## src/rtl/core/brws_pkg.sv

```systemverilog
`timescale 1ns / 1ps
// Shared types and fixed constants of the byte range work splitter.
// Used by brws_div and byte_range_work_splitter; depends on nothing.
package brws_pkg;

	localparam int VAL_W       = 48;  // offsets and sizes on the ports
	localparam int TOTAL_W     = 56;  // running byte total
	localparam int ALU_W       = 57;  // operand width of the shared adder
	localparam int WID_W       = 5;   // worker index
	localparam int WCNT_W      = 6;   // worker count, 1..32
	localparam int CNT_W       = 16;  // piece counter and file id
	localparam int ADDR_W      = 4;
	localparam int DATA_W      = 64;
	localparam int MAX_WORKERS = 32;
	localparam int MAX_RESULTS = 34;
	localparam int NCNT_W      = 6;   // pieces of one beat, up to MAX_RESULTS

	localparam logic [1:0] CMD_CLEAR   = 2'd0;
	localparam logic [1:0] CMD_MEASURE = 2'd1;
	localparam logic [1:0] CMD_SPLIT   = 2'd2;

	localparam logic REG_NUM_WORKERS = 1'b0;
	localparam logic REG_MIN_PART    = 1'b1;

	typedef struct packed {
		logic [1:0]       cmd;
		logic [CNT_W-1:0] file_id;
		logic [VAL_W-1:0] file_bytes;
		logic [VAL_W-1:0] in_start;
		logic [VAL_W-1:0] in_end;
	} req_t;

	typedef struct packed {
		logic [WID_W-1:0] worker_index;
		logic [CNT_W-1:0] piece_number;
		logic [CNT_W-1:0] out_file_id;
		logic [VAL_W-1:0] out_start;
		logic [VAL_W-1:0] out_end;
		logic [VAL_W-1:0] out_file_bytes;
		logic             last_piece;
	} piece_t;

endpackage

```

## src/rtl/core/brws_div.sv

```systemverilog
`timescale 1ns / 1ps
// Restoring serial divider: running total by worker count, one quotient bit a cycle.
// Depends on brws_pkg for widths.
module brws_div (
	input  logic                              clk,
	input  logic                              arst_n,
	input  logic                              start,
	input  logic [brws_pkg::TOTAL_W-1:0]      dividend,
	input  logic [brws_pkg::WCNT_W-1:0]       divisor,
	output logic                              done,
	output logic [brws_pkg::TOTAL_W-1:0]      quotient
);
	localparam int TW    = brws_pkg::TOTAL_W;
	localparam int DW    = brws_pkg::WCNT_W;
	localparam int CNT_W = $clog2(TW);

	logic [TW-1:0]    quo_q;
	logic [DW-1:0]    rem_q;
	logic [DW-1:0]    dsr_q;
	logic [CNT_W-1:0] cnt_q;
	logic             busy_q;
	logic             done_q;
	logic [DW:0]      trial;
	logic             ge;
	logic [DW:0]      trial_sub;

	assign trial     = {rem_q, quo_q[TW-1]};
	assign ge        = trial >= {1'b0, dsr_q};
	assign trial_sub = trial - {1'b0, dsr_q};

	always_ff @(posedge clk or negedge arst_n) begin
		if (!arst_n) begin
			busy_q <= 1'b0;
			done_q <= 1'b0;
			cnt_q  <= '0;
		end else begin
			done_q <= 1'b0;
			if (start) begin
				busy_q <= 1'b1;
				cnt_q  <= '0;
			end else if (busy_q) begin
				cnt_q <= cnt_q + 1'b1;
				if (cnt_q == CNT_W'(TW - 1)) begin
					busy_q <= 1'b0;
					done_q <= 1'b1;
				end
			end
		end
	end

	always_ff @(posedge clk) begin
		if (start) begin
			quo_q <= dividend;
			rem_q <= '0;
			dsr_q <= divisor;
		end else if (busy_q) begin
			// The remainder stays below the divisor, so the low bits always hold it.
			rem_q <= ge ? trial_sub[DW-1:0] : trial[DW-1:0];
			quo_q <= {quo_q[TW-2:0], ge};
		end
	end

	assign done     = done_q;
	assign quotient = quo_q;

endmodule

```

## src/rtl/core/byte_range_work_splitter.sv

```systemverilog
`timescale 1ns / 1ps
// Clear and unused commands end at ST_LEN, measure at ST_MEAS. A split beat whose
// range fits the current worker gets its piece in ST_WHOLE; otherwise states ROOM,
// CLAMP, LIM, POS and REST give the first piece and PCALC, PEMIT each further one,
// all through the one shared adder and comparator. The first split after a clear
// or reset waits in ST_DIV for the serial division. The request side stalls until
// the last piece is in the output register. Reset zeroes all counters, sets
// num_workers to 1 and min_part_bytes to 0, and empties the output register.
module byte_range_work_splitter #(
	parameter int OFFSET_BITS = 48
) (
	input  logic                              clk,
	input  logic                              arst_n,
	input  logic                              req_valid,
	output logic                              req_stall,
	input  brws_pkg::req_t                    req,
	output logic                              piece_valid,
	input  logic                              piece_stall,
	output brws_pkg::piece_t                  piece,
	input  logic                              psel,
	input  logic                              penable,
	input  logic                              pwrite,
	input  logic [brws_pkg::ADDR_W-1:0]       paddr,
	input  logic [brws_pkg::DATA_W-1:0]       pwdata,
	output logic [brws_pkg::DATA_W-1:0]       prdata,
	output logic                              pready
);
	localparam int VAL_W   = brws_pkg::VAL_W;
	localparam int TOTAL_W = brws_pkg::TOTAL_W;
	localparam int AW      = brws_pkg::ALU_W;
	localparam int WID_W   = brws_pkg::WID_W;
	localparam int WCNT_W  = brws_pkg::WCNT_W;
	localparam int CNT_W   = brws_pkg::CNT_W;
	localparam int NCNT_W  = brws_pkg::NCNT_W;
	localparam int SW      = OFFSET_BITS;
	localparam int VW      = (OFFSET_BITS < VAL_W) ? OFFSET_BITS : VAL_W;
	localparam int LW      = ((OFFSET_BITS > VAL_W) ? OFFSET_BITS : VAL_W) + 1;
	localparam logic [VAL_W-1:0] IN_MASK = {VAL_W{1'b1}} >> (VAL_W - VW);

	localparam logic [3:0] ST_IDLE   = 4'd0;
	localparam logic [3:0] ST_LEN    = 4'd1;
	localparam logic [3:0] ST_MEAS   = 4'd2;
	localparam logic [3:0] ST_DIV    = 4'd3;
	localparam logic [3:0] ST_SHARE  = 4'd4;
	localparam logic [3:0] ST_SPLIT  = 4'd5;
	localparam logic [3:0] ST_WHOLE  = 4'd6;
	localparam logic [3:0] ST_ROOM   = 4'd7;
	localparam logic [3:0] ST_CLAMP  = 4'd8;
	localparam logic [3:0] ST_LIM    = 4'd9;
	localparam logic [3:0] ST_POS    = 4'd10;
	localparam logic [3:0] ST_REST   = 4'd11;
	localparam logic [3:0] ST_PCALC  = 4'd12;
	localparam logic [3:0] ST_PEMIT  = 4'd13;

	function automatic logic [WID_W-1:0] next_worker(input logic [WID_W-1:0] c,
			input logic [WCNT_W-1:0] w);
		logic [WCNT_W-1:0] c1;
		c1 = {1'b0, c} + 1'b1;
		return (c1 == w) ? '0 : c1[WID_W-1:0];
	endfunction

	// Configuration registers
	logic [WCNT_W-1:0] num_workers_q;
	logic [VAL_W-1:0]  min_part_q;
	logic              cfg_wr;

	// Sequencer and block state
	logic [3:0]         state_q;
	logic [1:0]         cmd_q;
	logic [CNT_W-1:0]   fid_q;
	logic [VAL_W-1:0]   fb_q;
	logic [VAL_W-1:0]   s_q;
	logic [VAL_W-1:0]   e_q;
	logic [VAL_W-1:0]   ps_q;
	logic [TOTAL_W-1:0] total_q;
	logic [SW-1:0]      share_q;
	logic               share_rdy_q;
	logic [WID_W-1:0]   cur_q;
	logic [SW-1:0]      fill_q;
	logic [CNT_W-1:0]   pcnt_q;
	logic [NCNT_W-1:0]  n_q;
	logic [VAL_W-1:0]   take_q;
	logic               room_zero_q;
	logic [LW-1:0]      lim_q;
	logic [VAL_W-1:0]   pos_q;
	logic [VAL_W-1:0]   rem_q;
	logic               fits_q;

	// Output register
	logic              piece_valid_q;
	brws_pkg::piece_t  piece_q;

	// Shared unit
	logic [AW-1:0] alu_a;
	logic [AW-1:0] alu_b;
	logic          alu_sub;
	logic [AW:0]   alu_res;
	logic [AW-1:0] cmp_a;
	logic [AW-1:0] cmp_b;
	logic          cmp_lt;

	logic [WCNT_W-1:0]  wcnt;
	logic               out_free;
	logic               emit_en;
	brws_pkg::piece_t   emit_d;
	logic [VAL_W-1:0]   ps_len;
	logic [SW-1:0]      room;
	logic [TOTAL_W-1:0] sh_pick;
	logic [SW-1:0]      sh_new;
	logic [VAL_W-1:0]   pe;
	logic               rest_zero;
	logic               pemit_last;
	logic               div_start;
	logic               div_done;
	logic [TOTAL_W-1:0] div_quo;

	brws_div u_div (
		.clk      (clk),
		.arst_n   (arst_n),
		.start    (div_start),
		.dividend (total_q),
		.divisor  (wcnt),
		.done     (div_done),
		.quotient (div_quo)
	);

	// Configuration port
	assign pready = 1'b1;
	assign cfg_wr = psel && penable && pwrite;

	always_ff @(posedge clk or negedge arst_n) begin
		if (!arst_n) begin
			num_workers_q <= WCNT_W'(1);
			min_part_q    <= '0;
		end else if (cfg_wr) begin
			case (paddr[3])
				brws_pkg::REG_NUM_WORKERS: num_workers_q <= pwdata[WCNT_W-1:0];
				brws_pkg::REG_MIN_PART:    min_part_q    <= pwdata[VAL_W-1:0];
				default: ;
			endcase
		end
	end

	always_comb begin
		case (paddr[3])
			brws_pkg::REG_NUM_WORKERS: prdata = {{(brws_pkg::DATA_W-WCNT_W){1'b0}}, num_workers_q};
			brws_pkg::REG_MIN_PART:    prdata = {{(brws_pkg::DATA_W-VAL_W){1'b0}}, min_part_q};
			default:                   prdata = '0;
		endcase
	end

	// Out-of-range worker counts are clamped into 1..MAX_WORKERS.
	always_comb begin
		if (num_workers_q == '0)
			wcnt = WCNT_W'(1);
		else if (num_workers_q > WCNT_W'(brws_pkg::MAX_WORKERS))
			wcnt = WCNT_W'(brws_pkg::MAX_WORKERS);
		else
			wcnt = num_workers_q;
	end

	// Adder operand selection
	always_comb begin
		alu_a   = '0;
		alu_b   = '0;
		alu_sub = 1'b0;
		case (state_q)
			ST_LEN: begin
				alu_a   = AW'(e_q);
				alu_b   = AW'(s_q);
				alu_sub = 1'b1;
			end
			ST_MEAS: begin
				alu_a = AW'(total_q);
				alu_b = AW'(ps_q);
			end
			ST_SPLIT: begin
				alu_a = AW'(fill_q);
				alu_b = AW'(ps_q);
			end
			ST_ROOM: begin
				alu_a   = AW'(share_q);
				alu_b   = AW'(fill_q);
				alu_sub = 1'b1;
			end
			ST_CLAMP: begin
				alu_a = AW'(min_part_q);
				alu_b = AW'(take_q);
			end
			ST_LIM: begin
				alu_a = AW'(share_q);
				alu_b = (min_part_q == '0) ? AW'(1) : AW'(min_part_q);
			end
			ST_POS: begin
				alu_a = AW'(s_q);
				alu_b = AW'(take_q);
			end
			ST_REST: begin
				alu_a   = AW'(ps_q);
				alu_b   = AW'(take_q);
				alu_sub = 1'b1;
			end
			ST_PCALC: begin
				alu_a   = AW'(rem_q);
				alu_b   = AW'(share_q);
				alu_sub = 1'b1;
			end
			ST_PEMIT: begin
				alu_a = AW'(pos_q);
				alu_b = AW'(take_q);
			end
			default: ;
		endcase
	end

	// For a subtraction the top bit of the result is the borrow.
	assign alu_res = alu_sub ? ({1'b0, alu_a} - {1'b0, alu_b}) : ({1'b0, alu_a} + {1'b0, alu_b});

	assign room = alu_res[AW] ? '0 : alu_res[SW-1:0];

	// Comparator operand selection
	always_comb begin
		cmp_a = '0;
		cmp_b = '0;
		case (state_q)
			ST_SHARE: begin
				cmp_a = AW'(div_quo);
				cmp_b = AW'(min_part_q);
			end
			ST_SPLIT: begin
				cmp_a = AW'(share_q);
				cmp_b = alu_res[AW-1:0];
			end
			ST_ROOM: begin
				cmp_a = AW'(room);
				cmp_b = AW'(ps_q);
			end
			ST_CLAMP: begin
				cmp_a = AW'(ps_q);
				cmp_b = alu_res[AW-1:0];
			end
			ST_PCALC: begin
				cmp_a = AW'(rem_q);
				cmp_b = AW'(lim_q);
			end
			default: ;
		endcase
	end

	assign cmp_lt = cmp_a < cmp_b;

	// A range of 0,0 stands for the whole file; a reversed range has no length.
	assign ps_len = (s_q == '0 && e_q == '0) ? fb_q :
			(alu_res[AW] ? '0 : alu_res[VAL_W-1:0]);

	assign sh_pick = cmp_lt ? TOTAL_W'(min_part_q) : div_quo;

	always_comb begin
		if ((sh_pick >> OFFSET_BITS) != '0)
			sh_new = '1;
		else if (sh_pick == '0)
			sh_new = SW'(1);
		else
			sh_new = sh_pick[SW-1:0];
	end

	assign pe         = alu_res[VAL_W-1:0];
	assign rest_zero  = alu_res[VAL_W-1:0] == '0;
	assign pemit_last = (rem_q == '0) || (n_q == NCNT_W'(brws_pkg::MAX_RESULTS - 1));
	assign div_start  = (state_q == ST_LEN) && (cmd_q == brws_pkg::CMD_SPLIT) &&
			!share_rdy_q && (total_q != '0);

	assign out_free = !piece_valid_q || !piece_stall;

	// Piece presented to the output register
	always_comb begin
		emit_en                = 1'b0;
		emit_d.worker_index    = cur_q;
		emit_d.piece_number    = pcnt_q;
		emit_d.out_file_id     = fid_q;
		emit_d.out_file_bytes  = fb_q;
		emit_d.out_start       = s_q;
		emit_d.out_end         = e_q;
		emit_d.last_piece      = 1'b1;
		case (state_q)
			ST_WHOLE: begin
				emit_en = out_free;
			end
			ST_REST: begin
				emit_en           = out_free && !room_zero_q;
				emit_d.out_end    = pos_q;
				emit_d.last_piece = rest_zero;
			end
			ST_PEMIT: begin
				emit_en           = out_free;
				emit_d.out_start  = pos_q;
				// A loop piece covering the whole file is written as 0,0.
				emit_d.out_end    = (pos_q == '0 && pe == fb_q) ? '0 : pe;
				emit_d.last_piece = pemit_last;
			end
			default: ;
		endcase
	end

	// Sequencer
	always_ff @(posedge clk or negedge arst_n) begin
		if (!arst_n) begin
			state_q     <= ST_IDLE;
			total_q     <= '0;
			share_q     <= '0;
			share_rdy_q <= 1'b0;
			cur_q       <= '0;
			fill_q      <= '0;
			pcnt_q      <= '0;
			n_q         <= '0;
		end else begin
			if (emit_en)
				pcnt_q <= pcnt_q + 1'b1;
			case (state_q)
				ST_IDLE: begin
					if (req_valid)
						state_q <= ST_LEN;
				end
				ST_LEN: begin
					case (cmd_q)
						brws_pkg::CMD_CLEAR: begin
							total_q     <= '0;
							share_q     <= '0;
							share_rdy_q <= 1'b0;
							cur_q       <= '0;
							fill_q      <= '0;
							pcnt_q      <= '0;
							state_q     <= ST_IDLE;
						end
						brws_pkg::CMD_MEASURE: state_q <= ST_MEAS;
						brws_pkg::CMD_SPLIT: begin
							if (share_rdy_q)
								state_q <= ST_SPLIT;
							else if (total_q == '0)
								state_q <= ST_IDLE;
							else
								state_q <= ST_DIV;
						end
						default: state_q <= ST_IDLE;
					endcase
				end
				ST_MEAS: begin
					total_q <= alu_res[TOTAL_W] ? '1 : alu_res[TOTAL_W-1:0];
					state_q <= ST_IDLE;
				end
				ST_DIV: begin
					if (div_done)
						state_q <= ST_SHARE;
				end
				ST_SHARE: begin
					share_q     <= sh_new;
					share_rdy_q <= 1'b1;
					state_q     <= ST_SPLIT;
				end
				ST_SPLIT: begin
					n_q <= '0;
					if ({1'b0, cur_q} >= wcnt)
						cur_q <= '0;
					if (fb_q == '0) begin
						state_q <= ST_IDLE;
					end else if (ps_q != '0 && !cmp_lt) begin
						fill_q  <= alu_res[SW-1:0];
						state_q <= ST_WHOLE;
					end else begin
						state_q <= ST_ROOM;
					end
				end
				ST_WHOLE: begin
					if (out_free)
						state_q <= ST_IDLE;
				end
				ST_ROOM: begin
					take_q      <= cmp_lt ? VAL_W'(room) : ps_q;
					room_zero_q <= room == '0;
					state_q     <= ST_CLAMP;
				end
				ST_CLAMP: begin
					// A tail below the minimum part joins the first piece.
					if (!room_zero_q && cmp_lt)
						take_q <= ps_q;
					state_q <= ST_LIM;
				end
				ST_LIM: begin
					lim_q   <= alu_res[LW-1:0];
					state_q <= ST_POS;
				end
				ST_POS: begin
					pos_q   <= alu_res[VAL_W-1:0];
					state_q <= ST_REST;
				end
				ST_REST: begin
					if (room_zero_q || out_free) begin
						rem_q   <= alu_res[VAL_W-1:0];
						cur_q   <= next_worker(cur_q, wcnt);
						fill_q  <= '0;
						if (!room_zero_q)
							n_q <= NCNT_W'(1);
						state_q <= rest_zero ? ST_IDLE : ST_PCALC;
					end
				end
				ST_PCALC: begin
					// Within the loop the fill is always zero, so fitting means rem <= share,
					// and the whole remainder is taken when it is below the limit.
					fits_q  <= alu_res[AW] || (alu_res[AW-1:0] == '0);
					take_q  <= cmp_lt ? rem_q : VAL_W'(share_q);
					rem_q   <= cmp_lt ? '0 : alu_res[VAL_W-1:0];
					state_q <= ST_PEMIT;
				end
				ST_PEMIT: begin
					if (out_free) begin
						pos_q  <= pe;
						n_q    <= n_q + 1'b1;
						fill_q <= fits_q ? SW'(take_q) : '0;
						if (!fits_q)
							cur_q <= next_worker(cur_q, wcnt);
						state_q <= pemit_last ? ST_IDLE : ST_PCALC;
					end
				end
				default: state_q <= ST_IDLE;
			endcase
		end
	end

	// Request beat capture
	always_ff @(posedge clk) begin
		if (state_q == ST_IDLE && req_valid) begin
			cmd_q <= req.cmd;
			fid_q <= req.file_id;
			fb_q  <= req.file_bytes & IN_MASK;
			s_q   <= req.in_start & IN_MASK;
			e_q   <= req.in_end & IN_MASK;
		end
		if (state_q == ST_LEN)
			ps_q <= ps_len;
	end

	// Output register
	always_ff @(posedge clk or negedge arst_n) begin
		if (!arst_n)
			piece_valid_q <= 1'b0;
		else if (emit_en)
			piece_valid_q <= 1'b1;
		else if (!piece_stall)
			piece_valid_q <= 1'b0;
	end

	always_ff @(posedge clk) begin
		if (emit_en)
			piece_q <= emit_d;
	end

	assign req_stall   = state_q != ST_IDLE;
	assign piece_valid = piece_valid_q;
	assign piece       = piece_q;

endmodule
```

## config.mk

```make
export PLATFORM = sky130hd
export DESIGN_NAME = byte_range_work_splitter
export DESIGN_NICKNAME = d
export VERILOG_FILES = /design/src/rtl/core/brws_pkg.sv /design/src/rtl/core/brws_div.sv /design/src/rtl/core/byte_range_work_splitter.sv
export SDC_FILE = /design/constraint.sdc
export NUM_CORES = 2
export LEC_CHECK = 0
export BUFFER_PORTS_ARGS = -buffer_cell sky130_fd_sc_hd__buf_2
export CORE_MARGIN = 2
export CORE_UTILIZATION = 35
export CTS_BUF_LIST = sky130_fd_sc_hd__clkbuf_4
export CTS_CLUSTER_SIZE = 8
export DETAILED_ROUTE_END_ITERATION = 10
export PLACE_DENSITY_LB_ADDON = 0.05
export SYNTH_ARGS = -nofsm -noshare
export SYNTH_HDL_FRONTEND = slang
export SYNTH_HIERARCHICAL = 1
export SYNTH_SLANG_ARGS = --single-unit
```

## constraint.sdc

```tcl
create_clock -name clk -period 15.63 [get_ports clk]
set_input_delay 2.3445 -clock clk [delete_from_list [all_inputs] [get_ports clk]]
set_output_delay 2.3445 -clock clk [all_outputs]
set_load 0.02 [all_outputs]
```

# After elaboration in Yosys (flattened, before gate mapping)
# Index checks and enable logic that the tools add are counted.
[totals]
elab_cells = 228
output_inout_bits = 249
regBits = 902
inputBits = 237
[classes]
addsub = 7
n_reduce_logical = 66
eq_ne = 32
magnitude_cmp = 4
mux = 82
bitwise = 1
[op_table]
columns = ["op", "count"]
rows = [
  ["two-way mux 48 bit", 19],
  ["one-hot mux 56 bit (9 select lines)", 1],
  ["logical NOT 48 bit", 8],
  ["one-hot mux 48 bit (2 select lines)", 4],
  ["one-hot mux 48 bit (6 select lines)", 1],
  ["two-way mux 56 bit", 5],
  ["one-hot mux 56 bit (5 select lines)", 1],
  ["one-hot mux 57 bit (4 select lines)", 1],
  ["one-hot mux 48 bit (4 select lines)", 1],
  ["one-hot mux 48 bit (3 select lines)", 1],
  ["one-hot mux 64 bit (2 select lines)", 1],
  ["logical NOT 56 bit", 2],
  ["one-hot mux 56 bit (2 select lines)", 1],
  ["nonzero test 56 bit", 2],
  ["adder 57 x 57 -> 58 bit", 1],
  ["two-way mux 58 bit", 1],
  ["subtractor 57 x 57 -> 58 bit", 1],
  ["logical NOT 57 bit", 1],
  ["less-than comparator 57 bit", 1],
  ["one-hot mux 4 bit (13 select lines)", 1],
  ["equality test 48 bit", 1],
  ["two-way mux 16 bit", 3],
  ["two-way mux 6 bit", 8],
  ["nonzero test 48 bit", 1],
  ["other kinds (43)", 125],
]

# Logic depth before layout (Yosys ltp)
[logic_depth]
ltp_word = 13
mapped_depth = 41
depth_no_buf = 36

# Hierarchy
# The synthesis kept the hierarchy.
[by_module_without_submodules]
columns = ["module", "seq_area_each_um2", "area_each_um2", "n_inst", "cells_each"]
rows = [
  ["byte_range_work_splitter", 23608.9, 49961.7, 1, 5028],
  ["brws_div", 2182.1, 3473.3, 1, 233],
]

# Worst setup path after synthesis
# OpenSTA, ideal clock, no wires.
[synth_timing]
path_kind = "register -> register"
from = "reg state_q[3]"
to = "reg take_q[0] (enable)"
path_stages_with_launch = 37
synth_period_minus_slack_ps = 11727
path_slack_ps = 3903
setup_time_ps = 470
arrival_ps = 11258
path_buffers = 10
required_time_ps = 15160
path_cell_list = "dfrtp_1 buf_4 clkbuf_1 nor3_1 clkbuf_1 buf_1 a22oi_1 nand3_1 ha_1 buf_2 and2_1 a221oi_2 a211o_1 o211a_1 or2_1 a32oi_1 a311oi_1 clkbuf_1 inv_1 nand2_1 clkbuf_1 buf_1 o2111ai_1 ha_1 a21o_1 a21o_1 a21o_1 a21o_1 a21oi_1 o22ai_1 o21ai_0 o311ai_1 a21oi_1 clkbuf_1 buf_2 nand2b_1 a21oi_1"
[synth_between]
elab_chain_cells = 11
word_cells_on_any_way = 30
classes_between = "2 x add/sub; 1 x order compare; 12 x eq/ne; 7 x mux; 8 x reduce/logical"
[synth_rtl]
columns = ["element", "line", "source"]
rows = [
  ["start: declaration", "byte_range_work_splitter.sv:68", "logic [3:0] state_q;"],
  ["start signal: assignment", "byte_range_work_splitter.sv:403", "state_q <= rest_zero ? ST_IDLE : ST_PCALC;"],
  ["start signal: assignment", "byte_range_work_splitter.sv:421", "state_q <= pemit_last ? ST_IDLE : ST_PCALC;"],
  ["equality test 4 bit, or another cell as far along", "byte_range_work_splitter.sv:167", "case (state_q)"],
  ["OR reduction 4 bit (no line) / OR reduction 2 bit (equally long branches)", "n/a", ""],
  ["one-hot mux 48 bit (6 select lines) / one-hot mux 56 bit (9 select lines) (equally long branches)", "byte_range_work_splitter.sv:167", ""],
  ["adder 57 x 57 -> 58 bit / subtractor 57 x 57 -> 58 bit (equally long branches)", "byte_range_work_splitter.sv:217", "assign alu_res = alu_sub ? ({1'b0, alu_a} - {1'b0, alu_b}) : ({1'b0, alu_a} + {1'b0, alu_b});"],
  ["two-way mux 58 bit", "byte_range_work_splitter.sv:217", ""],
  ["two-way mux 48 bit", "byte_range_work_splitter.sv:219", "assign room = alu_res[AW] ? '0 : alu_res[SW-1:0];"],
  ["one-hot mux 56 bit (5 select lines)", "byte_range_work_splitter.sv:225", "case (state_q)"],
  ["less-than comparator 57 bit", "byte_range_work_splitter.sv:250", "assign cmp_lt = cmp_a < cmp_b;"],
  ["logical AND 1 bit", "byte_range_work_splitter.sv:384", "if (!room_zero_q && cmp_lt)"],
  ["inequality test 2 bit (no line)", "n/a", ""],
  ["AND reduction 3 bit (no line) *", "n/a", ""],
  ["end signal: assignment", "byte_range_work_splitter.sv:378", "take_q <= cmp_lt ? VAL_W'(room) : ps_q;"],
  ["end signal: assignment", "byte_range_work_splitter.sv:385", "take_q <= ps_q;"],
  ["end signal: assignment", "byte_range_work_splitter.sv:410", "take_q <= cmp_lt ? rem_q : VAL_W'(share_q);"],
  ["end: declaration", "byte_range_work_splitter.sv:82", "logic [VAL_W-1:0] take_q;"],
]
# Mark *: on every way between the ends. The rest lies on a longest branch, timed or not.
# A chain may end at the register's enable or synchronous reset.

# Worst setup path after layout
[layout_timing]
from = "reg state_q[3]"
to = "reg take_q[32] (data pin)"
[layout_between]
elab_chain_cells = 10
word_cells_on_any_way = 29
classes_between = "2 x add/sub; 1 x order compare; 11 x eq/ne; 10 x mux; 5 x reduce/logical"
[layout_rtl]
columns = ["element", "line", "source"]
rows = [
  ["equality test 4 bit, or another cell as far along", "byte_range_work_splitter.sv:167", ""],
  ["OR reduction 4 bit (no line) / OR reduction 2 bit (equally long branches)", "n/a", ""],
  ["one-hot mux 48 bit (6 select lines) / one-hot mux 56 bit (9 select lines) (equally long branches)", "byte_range_work_splitter.sv:167", ""],
  ["adder 57 x 57 -> 58 bit / subtractor 57 x 57 -> 58 bit (equally long branches)", "byte_range_work_splitter.sv:217", ""],
  ["two-way mux 58 bit", "byte_range_work_splitter.sv:217", ""],
  ["two-way mux 48 bit", "byte_range_work_splitter.sv:219", ""],
  ["one-hot mux 56 bit (5 select lines)", "byte_range_work_splitter.sv:225", ""],
  ["less-than comparator 57 bit", "byte_range_work_splitter.sv:250", ""],
  ["two-way mux 48 bit, on equally long branches", "byte_range_work_splitter.sv:410, byte_range_work_splitter.sv:378", ""],
  ["one-hot mux 48 bit (3 select lines) *", "byte_range_work_splitter.sv:319", "case (state_q)"],
]
# Marks and branches as above.

==> summary.txt <==
Timing
  – Max Slew Vio Count: 0
  – Worst slew pin tran: 1.49 ns
  – Setup_tns: 0 ns
  – Post-Route Skew: 0.149 ns
  – # setup viols final: 0
  – RSZ-0062 raised after global routing: no
  – Final period util: 0.829
  – Fmax: 77.2 MHz
  – Final hold violations: 0
  – Crit path time final: 12.96 ns
  – Slew headroom: 0.00868

Floorplan
  – Initial Util: 0.352
  – Die ar.: 156000 um2
  – # IOs: 486
  – Die Width: 395 um
  – Chip height: 395 um
  – FP Rows: 143
  – Core Region: 152000 um2

Detailed routing
  – DRC: 0
  – DR pass1 iterations: 10
  – Drt total wl: 281000 um
  – DR WL/cell: 34.9 um
  – Vias/cell: 6.32
  – 1st-iter DRT viols: 7561
  – Remaining antenna violation count after routing: 0
  – Vias post-DR: 50800

Clock network
  – Reg clk slew, reported paths: 0.07 ns
  – Hold_buf cts: 0
  – TritonCTS clock tree: done
  – Htree depth: 5
  – Clock buffer count from CTS: 286
  – Clk buf depth: 4
  – Clock sinks: 902
  – Worst-Skew Late Latency: 1.35 ns
  – Root Driver: clkbuf_4
  – Setup Fix Bufs, Post-CTS: 0
  – # resized after CTS: 0

Global routing
  – Total global-route track usage: 0.350
  – Initial antenna violation count: 30
  – Largest net degree at the start of global routing: 105
  – Grt ovf: 0
  – Vias in the first global route: 48400
  – First-pass GRT wire length: 387000 um

Final layout
  – Design area: 61700 um2
  – Nets: 6201
  – Area Overhead vs Synth: 15.5%
  – Layout cells sized above 1: 0.219
  – Fin util: 0.407
  – Final Non-Filler Cells: 8036

Logic synthesis
  – Average size of a mapped cell: 10.2 um2
  – Post-synth EDFFs: 649
  – Top cell type's share of synthesized area: 0.365
  – Number of synthesis warnings: 6
  – Synth top area cells: edfxtp_1 36%, dfrtp_1 12%, a22oi_1 5.4%
  – Synth cell types: 118
  – Yosys reg bits: 902
  – Seq/Total Area, Yosys: 0.483
  – Cell with the most instances after synthesis: edfxtp_1
  – Synthesized area: 53400 um2
  – Ys async rst share: 0.274
  – Area leader, netlist: edfxtp_1
  – Post-synthesis cell count: 5261
  – Most common library cells after synthesis: 649 x edfxtp_1, 569 x nand2_1, 383 x a22oi_1
  – Top_reg_cell synth: edfxtp_1

Setup path
  – Crit path DAT: 13.98 ns
  – Startpoint Class: flop
  – R2R cell count: 33
  – Slowest CP cell: a32oi_1
  – Worst setup EP type: flop
  – WS Path Type: reg -> reg
  – Worst-path maximum fanout: 39
  – Critical Path RT: 16.65 ns
  – Peak per-stage delay on the critical path: 0.91 ns

Placement
  – Number of port buffers: 449
  – Routability Congestion: 0.976
  – Placed cells: 7531
  – Hpwl dp: 198000 um
  – Placed cell area: 58200 um2

Worst hold path
  – Worst hold path depth: 0
  – Hold Crit Class: reg -> reg

Job
  – MaxCap Viol Count: 0

Status
  – Outcome: finished clean
-- cells by family (layout without fill, tap and decap cells) --
logic type	Yosys count	in the layout	share of synthesized area
fa+ha+maj	175	175	0.0414
buf+inv	558	1267	0.0441
xor+xnor	151	151	0.0255
flops	902	902	0.483
mux	219	219	0.0447
compound gates	1604	1604	0.212
other cells	2	38	0.000141
simple gates	1650	1650	0.149
-- stage by stage --
stage	hold WS [ns]	worst slack, ns
6_report	0.411	2.67
5_1_grt	0.421	3.04
4_1_cts	0.413	3.38
3_5_place_dp	0.405	3.48
3_3_place_gp	0.400	3.50
2_1_floorplan	0.400	3.90
-- worst paths after layout --
kind	start	endpoint	slack [ns]
worst max-delay path	state_q[3]	take_q[32]	2.67
worst min-delay path	fid_q[15]	piece[160]	0.41
max in group asynchronous	arst_n	total_q[44]	12.76
worst max register to register	state_q[3]	take_q[32]	2.67
min in group asynchronous	arst_n	share_q[5]	1.00
worst min register to register	fid_q[15]	piece[160]	0.41
-- layer usage --
metal | wire [um] | global-route usage | part of all wire | vias to the layer above
met4 | 14800 | 0.165 | 0.053 | 20
li1 | - | - | - | 21500
met2 | 117000 | 0.497 | 0.42 | 3470
met1 | 115000 | 0.481 | 0.41 | 25100
met5 | 138 | 0 | 0.00049 | -
met3 | 34000 | 0.111 | 0.12 | 676
-- placed cells by master (no fill, tap or decap), types with 23 or more instances in the layout --
master / n
nand4_1: 97
o211ai_1: 31
mux2i_1: 82
buf_2: 448
nor3_1: 60
a31oi_1: 67
o21a_1: 89
a221oi_1: 51
clkbuf_4: 436
and2_1: 70
o21ai_2: 28
conb_1: 24
o21ai_0: 174
o22ai_1: 23
a21o_1: 52
o311ai_0: 52
edfxtp_1: 649
nor2_1: 289
buf_4: 161
nor4_1: 124
nand2b_1: 85
xnor2_1: 84
nand3_1: 199
xor2_1: 64
o2111ai_1: 39
o221ai_1: 41
dfrtp_1: 246
a21oi_1: 322
a222oi_1: 63
nand2_1: 560
mux2_2: 130
inv_1: 158
ha_1: 172
a22oi_1: 383
clkinv_1: 47
-- final cells by class --
| class | instances | area, um2 |
|---|---|---|
| Clock buffer | 436 | 3270 |
| Fill cell | 15400 | 90000 |
| Multi-Input combinational cell | 3823 | 25700 |
| Clock inverter | 55 | 263 |
| Inverter | 161 | 604 |
| Timing Repair Buffer | 615 | 3570 |
| Antenna cell | 14 | 35.0 |
| Sequential cell | 902 | 25800 |
| Tap cell | 2030 | 2540 |
-- worst max-delay path, delay by kind of cell, from the launching register on --
kind | cells | cell delay (ns)
AOI/OAI and AO/OA | 20 | 5.64
adders and majority gates | 2 | 0.63
buffers and inverters | 4 | 1.87
DFF | 1 | 0.85
and+or+nand+nor | 7 | 3.54
-- registers in the layout (all words and copies together), names as in the netlist, 49 cells and up --
name,cells
u_div/quotient,56
piece,182
lim_q,49
total_q,56
Power is left out: the tool's default activity adds up to more than one toggle a clock period on the data nets, which glitch-free logic cannot reach.
